==> src/gh_pkg.sv <==
package gh_pkg;

    // Coordinate geometry: inputs are 54-bit signed, valid span is +/- 2^52
    localparam int GH_COORD_W = 54;
    localparam int GH_OFS_W   = 53;
    localparam int GH_SUM_W   = 55;

    // Bias of 2^52 - 1 turns a coordinate into (offset - 1); its binary
    // expansion is exactly the sequence of bisection decisions.
    localparam logic signed [GH_SUM_W-1:0] GH_BIAS = 55'sd4503599627370495;
    localparam logic signed [GH_SUM_W-1:0] GH_SPAN = 55'sd9007199254740991;

    localparam logic [4:0] GH_FALLBACK_CHARS = 5'd12;

    // Base-32 alphabet, first character in the top byte
    localparam logic [255:0] GH_ALPHABET = "0123456789bcdefghjkmnpqrstuvwxyz";

    // Offsets of both coordinates plus the range flag, handed to the cells
    typedef struct packed {
        logic [GH_OFS_W-1:0] w_lat;
        logic [GH_OFS_W-1:0] w_lng;
        logic                ok;
    } gh_coord_t;

    // One output beat as held in a cell
    typedef struct packed {
        logic [6:0] ch;
        logic       last;
        logic       ok;
    } gh_beat_t;

    // ASCII code of one 5-bit geohash digit
    function automatic logic [6:0] gh_char(input logic [4:0] code);
        logic [7:0] pos;
        pos = {~code, 3'b000};
        return GH_ALPHABET[pos +: 7];
    endfunction

endpackage

==> src/geohash_encoder.sv <==
// Geohash encoder: one lat/lng pair in, one ASCII character out per beat.
// Path: an accepted pair is held in the front register, then loaded into the
// cell row; the front register can take another pair while the row shifts.
// Each pair gives N characters, N = effective precision (12 by default), one
// for an out-of-range pair; the row shifts one character per unstalled cycle.
// Reset (async, active low): all valid flags clear, prec_reg = 12.
module geohash_encoder
    import gh_pkg::*;
#(
    parameter int MAX_CHARS = 20
)
(
    input  logic                         clk,
    input  logic                         rst_n,
    input  logic                         cfg_wr_en,
    input  logic [4:0]                   cfg_wr_data,
    input  logic                         in_valid,
    output logic                         in_stall,
    input  logic signed [GH_COORD_W-1:0] latitude,
    input  logic signed [GH_COORD_W-1:0] longitude,
    output logic                         out_valid,
    input  logic                         out_stall,
    output logic [6:0]                   hash_char,
    output logic                         is_last,
    output logic                         in_range
);

    localparam logic [4:0] MAX_C = 5'(MAX_CHARS);
    localparam logic [4:0] FALLBACK =
        (GH_FALLBACK_CHARS < MAX_C) ? GH_FALLBACK_CHARS : MAX_C;

    logic       [4:0] prec_reg;
    logic       [4:0] nchars;
    logic             front_v;
    gh_coord_t        front_d;
    logic             take;
    logic             out_fire;
    logic             cell_v [MAX_CHARS+1];
    gh_beat_t         cell_d [MAX_CHARS+1];

    // Precision register
    always_ff @(posedge clk or negedge rst_n)
    begin
        if (!rst_n)
        begin
            prec_reg <= GH_FALLBACK_CHARS;
        end
        else if (cfg_wr_en)
        begin
            prec_reg <= cfg_wr_data;
        end
    end

    assign nchars = (prec_reg >= 5'd1 && prec_reg <= MAX_C) ? prec_reg : FALLBACK;

    gh_front u_front (
        .clk       (clk),
        .rst_n     (rst_n),
        .in_valid  (in_valid),
        .in_stall  (in_stall),
        .latitude  (latitude),
        .longitude (longitude),
        .take      (take),
        .front_v   (front_v),
        .front_d   (front_d)
    );

    // Row refills when it is empty or its last character leaves now
    assign out_fire = out_valid && !out_stall;
    assign take     = front_v && !cell_v[1] && (!cell_v[0] || out_fire);

    // Empty slot behind the last cell
    assign cell_v[MAX_CHARS] = 1'b0;
    assign cell_d[MAX_CHARS] = '0;

    // Character cells; cell 0 drives the output
    for (genvar k = 0; k < MAX_CHARS; k++)
    begin : g_cell
        logic [4:0] code;
        logic       ld_v;
        logic       ld_last;

        // Bisection bit i comes from bit 52 - i/2; longitude on even i
        for (genvar j = 0; j < 5; j++)
        begin : g_bit
            localparam int I = 5 * k + j;
            if (I % 2 == 0)
            begin : g_lng
                assign code[4-j] = front_d.w_lng[GH_OFS_W - 1 - I / 2];
            end
            else
            begin : g_lat
                assign code[4-j] = front_d.w_lat[GH_OFS_W - 1 - I / 2];
            end
        end

        if (k == 0)
        begin : g_head
            assign ld_v    = 1'b1;
            assign ld_last = !front_d.ok || (nchars == 5'd1);
        end
        else
        begin : g_body
            assign ld_v    = front_d.ok && (5'(k) < nchars);
            assign ld_last = (5'(k + 1) == nchars);
        end

        gh_cell u_cell (
            .clk       (clk),
            .rst_n     (rst_n),
            .load      (take),
            .shift     (out_fire),
            .load_v    (ld_v),
            .load_code (code),
            .load_last (ld_last),
            .load_ok   (front_d.ok),
            .nb_v      (cell_v[k+1]),
            .nb_d      (cell_d[k+1]),
            .v         (cell_v[k]),
            .d         (cell_d[k])
        );
    end

    assign out_valid = cell_v[0];
    assign hash_char = cell_d[0].ch;
    assign is_last   = cell_d[0].last;
    assign in_range  = cell_d[0].ok;

endmodule

==> src/gh_front.sv <==
module gh_front
    import gh_pkg::*;
(
    input  logic                         clk,
    input  logic                         rst_n,
    input  logic                         in_valid,
    output logic                         in_stall,
    input  logic signed [GH_COORD_W-1:0] latitude,
    input  logic signed [GH_COORD_W-1:0] longitude,
    input  logic                         take,
    output logic                         front_v,
    output gh_coord_t                    front_d
);

    logic signed [GH_SUM_W-1:0] s_lat;
    logic signed [GH_SUM_W-1:0] s_lng;
    logic                       ok_lat;
    logic                       ok_lng;
    logic                       accept;
    logic                       v_reg;
    logic                       v_next;
    gh_coord_t                  d_reg;
    gh_coord_t                  d_next;

    // Biased offsets and range check
    always_comb
    begin
        s_lat  = GH_SUM_W'(latitude) + GH_BIAS;
        s_lng  = GH_SUM_W'(longitude) + GH_BIAS;
        ok_lat = (s_lat >= -55'sd1) && (s_lat <= GH_SPAN);
        ok_lng = (s_lng >= -55'sd1) && (s_lng <= GH_SPAN);
        d_next.w_lat = s_lat[GH_SUM_W-1] ? '0 : s_lat[GH_OFS_W-1:0];
        d_next.w_lng = s_lng[GH_SUM_W-1] ? '0 : s_lng[GH_OFS_W-1:0];
        d_next.ok    = ok_lat && ok_lng;
    end

    // Input stage holds one beat until the cell row is free
    assign in_stall = v_reg && !take;
    assign accept   = in_valid && !in_stall;

    always_comb
    begin
        v_next = v_reg;
        if (accept)
        begin
            v_next = 1'b1;
        end
        else if (take)
        begin
            v_next = 1'b0;
        end
    end

    always_ff @(posedge clk or negedge rst_n)
    begin
        if (!rst_n)
        begin
            v_reg <= 1'b0;
        end
        else
        begin
            v_reg <= v_next;
        end
    end

    always_ff @(posedge clk)
    begin
        if (accept)
        begin
            d_reg <= d_next;
        end
    end

    assign front_v = v_reg;
    assign front_d = d_reg;

endmodule

==> src/gh_cell.sv <==
module gh_cell
    import gh_pkg::*;
(
    input  logic       clk,
    input  logic       rst_n,
    input  logic       load,
    input  logic       shift,
    input  logic       load_v,
    input  logic [4:0] load_code,
    input  logic       load_last,
    input  logic       load_ok,
    input  logic       nb_v,
    input  gh_beat_t   nb_d,
    output logic       v,
    output gh_beat_t   d
);

    logic     v_reg;
    logic     v_next;
    gh_beat_t d_reg;
    gh_beat_t d_next;

    // Load a fresh character, or take the neighbor's on a shift
    always_comb
    begin
        v_next = v_reg;
        d_next = d_reg;
        if (load)
        begin
            v_next      = load_v;
            d_next.ch   = load_ok ? gh_char(load_code) : 7'd0;
            d_next.last = load_last;
            d_next.ok   = load_ok;
        end
        else if (shift)
        begin
            v_next = nb_v;
            d_next = nb_d;
        end
    end

    always_ff @(posedge clk or negedge rst_n)
    begin
        if (!rst_n)
        begin
            v_reg <= 1'b0;
        end
        else
        begin
            v_reg <= v_next;
        end
    end

    always_ff @(posedge clk)
    begin
        d_reg <= d_next;
    end

    assign v = v_reg;
    assign d = d_reg;

endmodule

==> config.mk <==
export PLATFORM = sky130hd
export DESIGN_NAME = geohash_encoder
export DESIGN_NICKNAME = d
export VERILOG_FILES = /design/src/gh_pkg.sv /design/src/geohash_encoder.sv /design/src/gh_front.sv /design/src/gh_cell.sv
export SDC_FILE = /design/constraint.sdc
export NUM_CORES = 1
export LEC_CHECK = 0
export BUFFER_PORTS_ARGS = -buffer_cell sky130_fd_sc_hd__buf_2
export CORE_MARGIN = 5
export CORE_UTILIZATION = 60
export CTS_BUF_LIST = sky130_fd_sc_hd__clkbuf_16
export CTS_CLUSTER_SIZE = 16
export DETAILED_ROUTE_END_ITERATION = 6
export MAX_ROUTING_LAYER = met4
export PLACE_DENSITY = 0.79
export SETUP_SLACK_MARGIN = 0.3
export SYNTH_ARGS = -nofsm -noshare
export SYNTH_HDL_FRONTEND = slang
export SYNTH_SLANG_ARGS = --single-unit
==> constraint.sdc <==
create_clock -name clk -period 10.34 [get_ports clk]
set_input_delay 2.068 -clock clk [delete_from_list [all_inputs] [get_ports clk]]
set_output_delay 2.068 -clock clk [all_outputs]
set_load 0.01 [all_outputs]
==> results of run 1 <==
power by group:
group / switching (mW) / internal [mW] / total [mW]
Clock: 0.514 / 0.803 / 1.32
Combinational: 0.927 / 0.508 / 1.43
Sequential: 0.277 / 2.08 / 2.35
Total: 1.72 / 3.39 / 5.11
layout by cell type, fill, tap and decap left out, types with 10 or more instances in the layout:
cell type  instances
nand2_1          321
edfxtp_1         281
nor2_1           243
o21ai_0          160
buf_2            128
a21oi_1          114
inv_1             82
xnor2_1           77
mux2i_1           71
ha_1              63
nand3_1           57
nor3_1            53
nor4_1            44
o31ai_1           40
clkbuf_16         35
nand4_1           30
nand2b_1          29
or3_1             28
xor2_1            26
dfrtp_1           24
a22o_1            22
mux2_2            21
nor2b_1           20
o211ai_1          19
or4_1             17
or2_2             16
and2_1            10
buf_4             10
area by class of cell:
class | instances | area [µm²]
sequential | 307 | 9090
fill | 2618 | 10800
inverter | 79 | 297
clock buffer | 35 | 876
antenna | 1 | 2.50
multi-input combinational | 1622 | 9760
timing repair buffer | 138 | 716
tap | 442 | 553
clock inverter | 27 | 358
cells by family (layout without fill, tap and decap cells):
group	count (synthesis)	count (layout)	share of synthesized area (%)
AOI/OAI and AO/OA	444	444	13.8
xor gates and xnor gates	103	103	4.58
adders and majority gates	63	63	4.00
buffers and inverters	221	279	4.50
DFF	307	307	46.1
muxes	92	92	4.81
other	0	1	0
and+or+nand+nor	920	920	22.2
worst min-delay path by stage:
stage                         from             endpoint  slack [ps]
2_1_floorplan  g_cell[10].u_cell.v  g_cell[10].u_cell.v         460
3_3_place_gp   g_cell[18].u_cell.v  g_cell[18].u_cell.v         470
3_5_place_dp   g_cell[18].u_cell.v  g_cell[18].u_cell.v         480
4_1_cts        g_cell[18].u_cell.v  g_cell[18].u_cell.v         490
5_1_grt        g_cell[16].u_cell.v  g_cell[16].u_cell.v         510
6_report       g_cell[18].u_cell.v  g_cell[18].u_cell.v         490
routing by layer:
layer / part of all wire [%] / wire (µm) / vias to the layer above / global-route usage, %
met4: 3.3 / 1780 / 0 / 9.70
met1: 44 / 23600 / 7804 / 41.3
li1: - / - / 7805 / -
met3: 5.9 / 3160 / 87 / 3.58
met2: 47 / 25000 / 587 / 47.0
met5: 0 / 0 / - / -
cell usage after synthesis, types with 8 or more instances:
cell type | count | area [µm²]
nand2b_1 | 29 | 181
a22o_1 | 22 | 193
nor3_1 | 53 | 265
o31ai_1 | 40 | 300
mux2_2 | 21 | 236
inv_1 | 79 | 297
or4_1 | 17 | 128
xnor2_1 | 77 | 674
dfrtp_1 | 24 | 601
xor2_1 | 26 | 228
edfxtp_1 | 281 | 8440
ha_1 | 63 | 788
a21oi_1 | 114 | 571
clkbuf_1 | 114 | 428
mux2i_1 | 71 | 711
nand3_1 | 57 | 285
o21ai_0 | 160 | 801
a21o_1 | 8 | 60.1
or3_1 | 28 | 175
o22ai_1 | 9 | 56.3
and2_1 | 11 | 68.8
or2_2 | 16 | 100
nor2b_1 | 20 | 125
nor2_1 | 243 | 912
o211ai_1 | 19 | 143
o21a_1 | 9 | 67.6
o2111ai_1 | 9 | 78.8
nand2_1 | 324 | 1220
buf_1 | 11 | 41.3
a211oi_1 | 8 | 60.1
nand4_1 | 30 | 188
nor4_1 | 44 | 275
==> flow_metrics.py, run 1 <==
metrics = {
    "critical_path": {
        "slowest_stage": "o41ai_1",
        "path_class": "input port to register",
        "critPathTopFamily": "simple AND/OR/NAND/NOR gates",
        "crit_path_end": "u_front.front_d[0]",
        "start_kind": "input port",
        "timing.rr.start": "u_front.front_d[0]",
        "path_cells": "buf_2 > inv_1 > ha_1 > nor4b_2 > nand4_2 > or4_1 > mux2i_1 > a2111oi_0 > and4_1 > nand4_1 > o41ai_1 > a211oi_2",
        "path_depth": 12,
        "required_ps": 10570,
        "critPathLaunch": "latitude[0]",
        "reg2reg_depth": 5,
        "crit_path_end_kind": "register",
        "reg2reg_slack_ps": 6970,
        "crit_arrival_ps": 5980,
        "r2r_end": "g_cell[0].u_cell.d[1]",
        "path_buf_inv": 2,
        "cp_slowest_stage_delay_ps": 690,
        "cp_max_fo": 19,
    },
    "placement": {
        "dp_cells": 2588,
        "port_buffers": 128,
        "gp_congestion": 0.968,
        "place_area_um2": 20400,
        "dpl.hpwl_um": 39100,
        "place_ws_ps": 4090,
    },
    "cts": {
        "cts_root_buf": "clkbuf_16",
        "holdBufCountCts": 0,
        "cts_tree": "built",
        "clk_pin_slew_ps": 60,
        "cts_resized": 0,
        "postCtsSetupBuffers": 0,
        "clock_sinks": 307,
        "clk_latency_ps": 530,
        "numCtsBuffers": 35,
        "h-tree-depth": 2,
        "cts_buffer_depth": 3,
    },
    "logic_synthesis": {
        "ys_seq_elements": 307,
        "synthArstFlopShare_pct": 8.47,
        "syn_nets": 2331,
        "avgSynthCellArea_um2": 9.17,
        "synth_edf_count": 281,
        "syn_area_um2": 19700,
        "synth_cell_types": 75,
        "synthFlopType": "edfxtp_1",
        "synth_cells": 2150,
        "yosysWarnings": 0,
        "synth-seq-area-share_pct": 46.1,
    },
    "drt": {
        "via_count": 16300,
        "wl_um": 53600,
        "vias_per_cell": 6.14,
        "wl_per_cell_um": 20.2,
        "drtIter0Drc": 1523,
        "drcViolationCount": 0,
        "route.antenna.remaining_nets": 0,
        "dr.pass1.iters": 5,
    },
    "global_route": {
        "grt_pass1_vias": 15600,
        "antenna_found_initial": 3,
        "grt_usage_pct": 30.0,
        "grt_max_degree": 79,
        "grt_first_pass_wirelength_um": 84600,
        "grt_remaining_overflow": 0,
    },
    "timing": {
        "setup_viol_count_final": 0,
        "period_share_pct": 55.6,
        "hold_slack_ps": 487,
        "skew_ps": 20.7,
        "drv_slew": 0,
        "rsz0062_at_grt": "no",
        "worst_pin_slew_ps": 1090,
        "fin_ws_ps": 4590,
        "min_period_ps": 5750,
        "max_clock_freq_mhz": 174,
        "finalSetupTns_ps": 0,
        "finalHoldViolations": 0,
        "slew_headroom_pct": 26.9,
    },
    "outcome": {
        "status": "finished clean",
    },
    "final_layout": {
        "nets": 2364,
        "final_cells": 2651,
        "utilization_pct": 66.7,
        "area_growth_pct": 9.87,
        "largest_reg_flops": 180,
        "drive_above_1_share_pct": 11.7,
        "stdcell_area_um2": 21700,
    },
    "floorplan": {
        "die-area_um2": 36600,
        "die_w_um": 191,
        "start_util_pct": 60.7,
        "row_count": 66,
        "fp.coreArea_um2": 32500,
        "dieHeight_um": 191,
        "pin_count": 129,
    },
    "job": {
        "drv_cap": 0,
    },
    "hold_path": {
        "hold_path_depth": 1,
        "hp-class": "register to register",
    },
    "pwr": {
        "p_leak_nw": 8.34,
        "ir_drop_v": 0.000193,
        "finalPower_mw": 5.11,
        "power_density_nw_per_um2": 236,
    },
}
No activity file was read; power rests on OpenSTA's default activity.
==> run 2: changes to the inputs <==
- ABC_AREA: unset -> 1
- clock period: 10.34 -> 5.3 ns (I/O delays scaled with it)
==> run 2 against run 1 <==
Die area is 2.6% higher. Clock power is 73% higher. Cell count is 22% higher. Sequential power is 12% higher. Critical path type is now input port to primary output. First-iteration DRC count is 29% higher. Routed wire length is 5.0% higher. Global-route usage is 0.16 points lower. Core utilization is 0.16 points higher. Final area is 3.3% higher. Clock skew is 15 ps higher. Area after synthesis is 2.8% higher. Combinational power is 72% lower.
==> flow_metrics.py, run 2 <==
metrics = {
    "logic_synthesis": {
        "synthArstFlopShare_pct": 8.47,
        "synthFlopType": "edfxtp_1",
        "synth-simple-area-share_pct": 30.5,
        "syn_nets": 2836,
        "ys_seq_elements": 307,
        "synth_edf_count": 281,
        "yosys.area_share.adder_pct": 3.89,
        "synth-seq-area-share_pct": 44.9,
        "synth_common_cells": "761 x nand2_1, 474 x nor2_1, 286 x inv_1, 281 x edfxtp_1, 248 x o21ai_0",
        "syn_area_um2": 20300,
        "synth_top_family_by_area": "simple AND/OR/NAND/NOR gates",
        "synth_top_cell_by_area": "edfxtp_1",
        "synth_top_cell_area_share_pct": 41.7,
        "avgSynthCellArea_um2": 7.63,
        "synth_cell_types": 48,
        "synth_xor_xnor_area_share_pct": 2.98,
        "synth_cells": 2655,
        "synth_compound_area_share_pct": 11.0,
        "synth_area_leaders": "edfxtp_1 42%, nand2_1 14%, nor2_1 8.8%",
        "synthMuxAreaShare_pct": 0.0556,
        "yosysWarnings": 0,
        "yosys.cell_count.top_type": "nand2_1",
    },
    "cts": {
        "cts_buffer_depth": 3,
        "clock_sinks": 307,
        "clk_pin_slew_ps": 60,
        "clk_latency_ps": 530,
        "numCtsBuffers": 35,
        "cts_resized": 0,
        "cts_tree": "built",
        "holdBufCountCts": 0,
        "postCtsSetupBuffers": 0,
        "h-tree-depth": 2,
        "cts_root_buf": "clkbuf_16",
    },
    "timing": {
        "min_period_ps": 3600,
        "worst_pin_slew_ps": 1140,
        "rsz0062_at_grt": "no",
        "finalSetupTns_ps": 0,
        "slew_headroom_pct": 23.8,
        "setup_viol_count_final": 0,
        "max_clock_freq_mhz": 278,
        "period_share_pct": 67.9,
        "hold_slack_ps": 474,
        "drv_slew": 0,
        "fin_ws_ps": 1700,
        "skew_ps": 35.6,
        "finalHoldViolations": 0,
    },
    "global_route": {
        "grt_first_pass_wirelength_um": 89400,
        "grt_remaining_overflow": 0,
        "antenna_found_initial": 1,
        "grt_max_degree": 104,
        "grt_pass1_vias": 16900,
        "grt_usage_pct": 29.8,
    },
    "floorplan": {
        "die_w_um": 194,
        "start_util_pct": 60.5,
        "fp.coreArea_um2": 33400,
        "row_count": 67,
        "die-area_um2": 37500,
        "dieHeight_um": 194,
        "pin_count": 129,
    },
    "critical_path": {
        "crit_arrival_ps": 2540,
        "path_class": "input port to primary output",
        "start_kind": "input port",
        "crit_path_end_kind": "primary output",
        "required_ps": 4240,
        "cp_max_fo": 57,
    },
    "pwr": {
        "p_leak_nw": 9.36,
        "power_density_nw_per_um2": 238,
        "ir_drop_v": 0.000211,
    },
    "final_layout": {
        "nFillCells": 2741,
        "final_common_cell": "nand2_1",
        "drive_above_1_share_pct": 9.34,
        "area_growth_pct": 10.5,
        "largest_reg_flops": 180,
        "nets": 2943,
        "stdcell_area_um2": 22400,
        "layout_common_cells": "759 x nand2_1, 472 x nor2_1, 293 x inv_1",
    },
    "placement": {
        "gp_congestion": 1.01,
        "port_buffers": 128,
        "dpl.hpwl_um": 43200,
        "place_area_um2": 21300,
        "place_ws_ps": 1650,
    },
    "drt": {
        "wl_um": 56200,
        "vias_per_cell": 5.61,
        "drcViolationCount": 0,
        "via_count": 18100,
        "route.antenna.remaining_nets": 0,
        "wl_per_cell_um": 17.4,
        "drtIter0Drc": 1959,
        "dr.pass1.iters": 6,
    },
    "hold_path": {
        "hp-class": "register to register",
    },
    "outcome": {
        "status": "finished clean",
    },
    "job": {
        "drv_cap": 0,
    },
}
## run 2: cell count changes in the layout (fill, tap and decap cells not counted), sizes merged, moves of 32 or more
cell	before	now
a32o	0	32
inv	83	301
mux2i	71	0
nand2	324	777
nor2	244	515
nor4	50	1
o21ai	161	249
o31ai	40	2
xnor2	77	20
## run 2: per-stage QoR
step | std cells | power (mW) | util (%)
global route | 3233 | 5.49 | 66.9
global placement | 3173 | 3.07 | 63.6
floorplan | 2655 | 2.89 | -
finish | 3233 | 5.32 | 66.9
CTS | 3232 | 5.34 | 66.9
detailed placement | 3173 | 3.07 | 63.6
## run 2: where the power goes
group,switching (mW),total [mW],internal (mW)
clock,0.975,2.29,1.31
sequential,0.00561,2.63,2.63
combinational,0.280,0.396,0.116
total,1.26,5.32,4.05
## run 2: cell families (layout without fill, tap and decap cells)
kind of cell	after synthesis	after routing
multiplexers	1	1
AO/OA/AOI/OAI	402	402
XOR/XNOR	63	63
buffers and inverters	356	485
other	0	1
AND/OR/NAND/NOR	1463	1463
flip-flops	307	307
adder cells (fa/ha/maj)	63	63
## run 2: cell type report
type	instances	area, µm²	area share, %
clock inverters	24	206	0.923
repair buffers	135	718	3.21
clock buffers	35	876	3.92
flip-flops and latches	307	9090	40.6
well taps	448	561	2.51
diodes	1	2.50	0.0112
multi-input cells	1992	9820	43.9
inverters	291	1090	4.88
## run 2: worst max-delay path, cell delays in order
cell     delay, ps
buf_2           70
nand2_1        110
nand2_4        480
inv_1          300
nor2_1         310
buf_2          190
## run 2: final timing paths
check	from	endpoint	slack [ps]	cells after the start
hold reg to reg	g_cell[4].u_cell.v	g_cell[4].u_cell.v	470	2
hold / removal	g_cell[4].u_cell.v	g_cell[4].u_cell.v	470	2
max in group asynchronous	rst_n	g_cell[14].u_cell.v	4330	1
min in group asynchronous	rst_n	u_front.front_v	560	1
setup / recovery	out_stall	in_stall	1700	6
setup reg to reg	g_cell[1].u_cell.v	g_cell[10].u_cell.v	2460	8
## run 2: routing by layer
| metal | vias up | part of all wire (%) | track usage [%] |
|---|---|---|---|
| met5 | - | 0 | - |
| met4 | 0 | 1.8 | 5.77 |
| met3 | 75 | 7.5 | 2.59 |
| met2 | 784 | 46 | 46.5 |
| met1 | 8409 | 45 | 43.6 |
| li1 | 8870 | - | - |
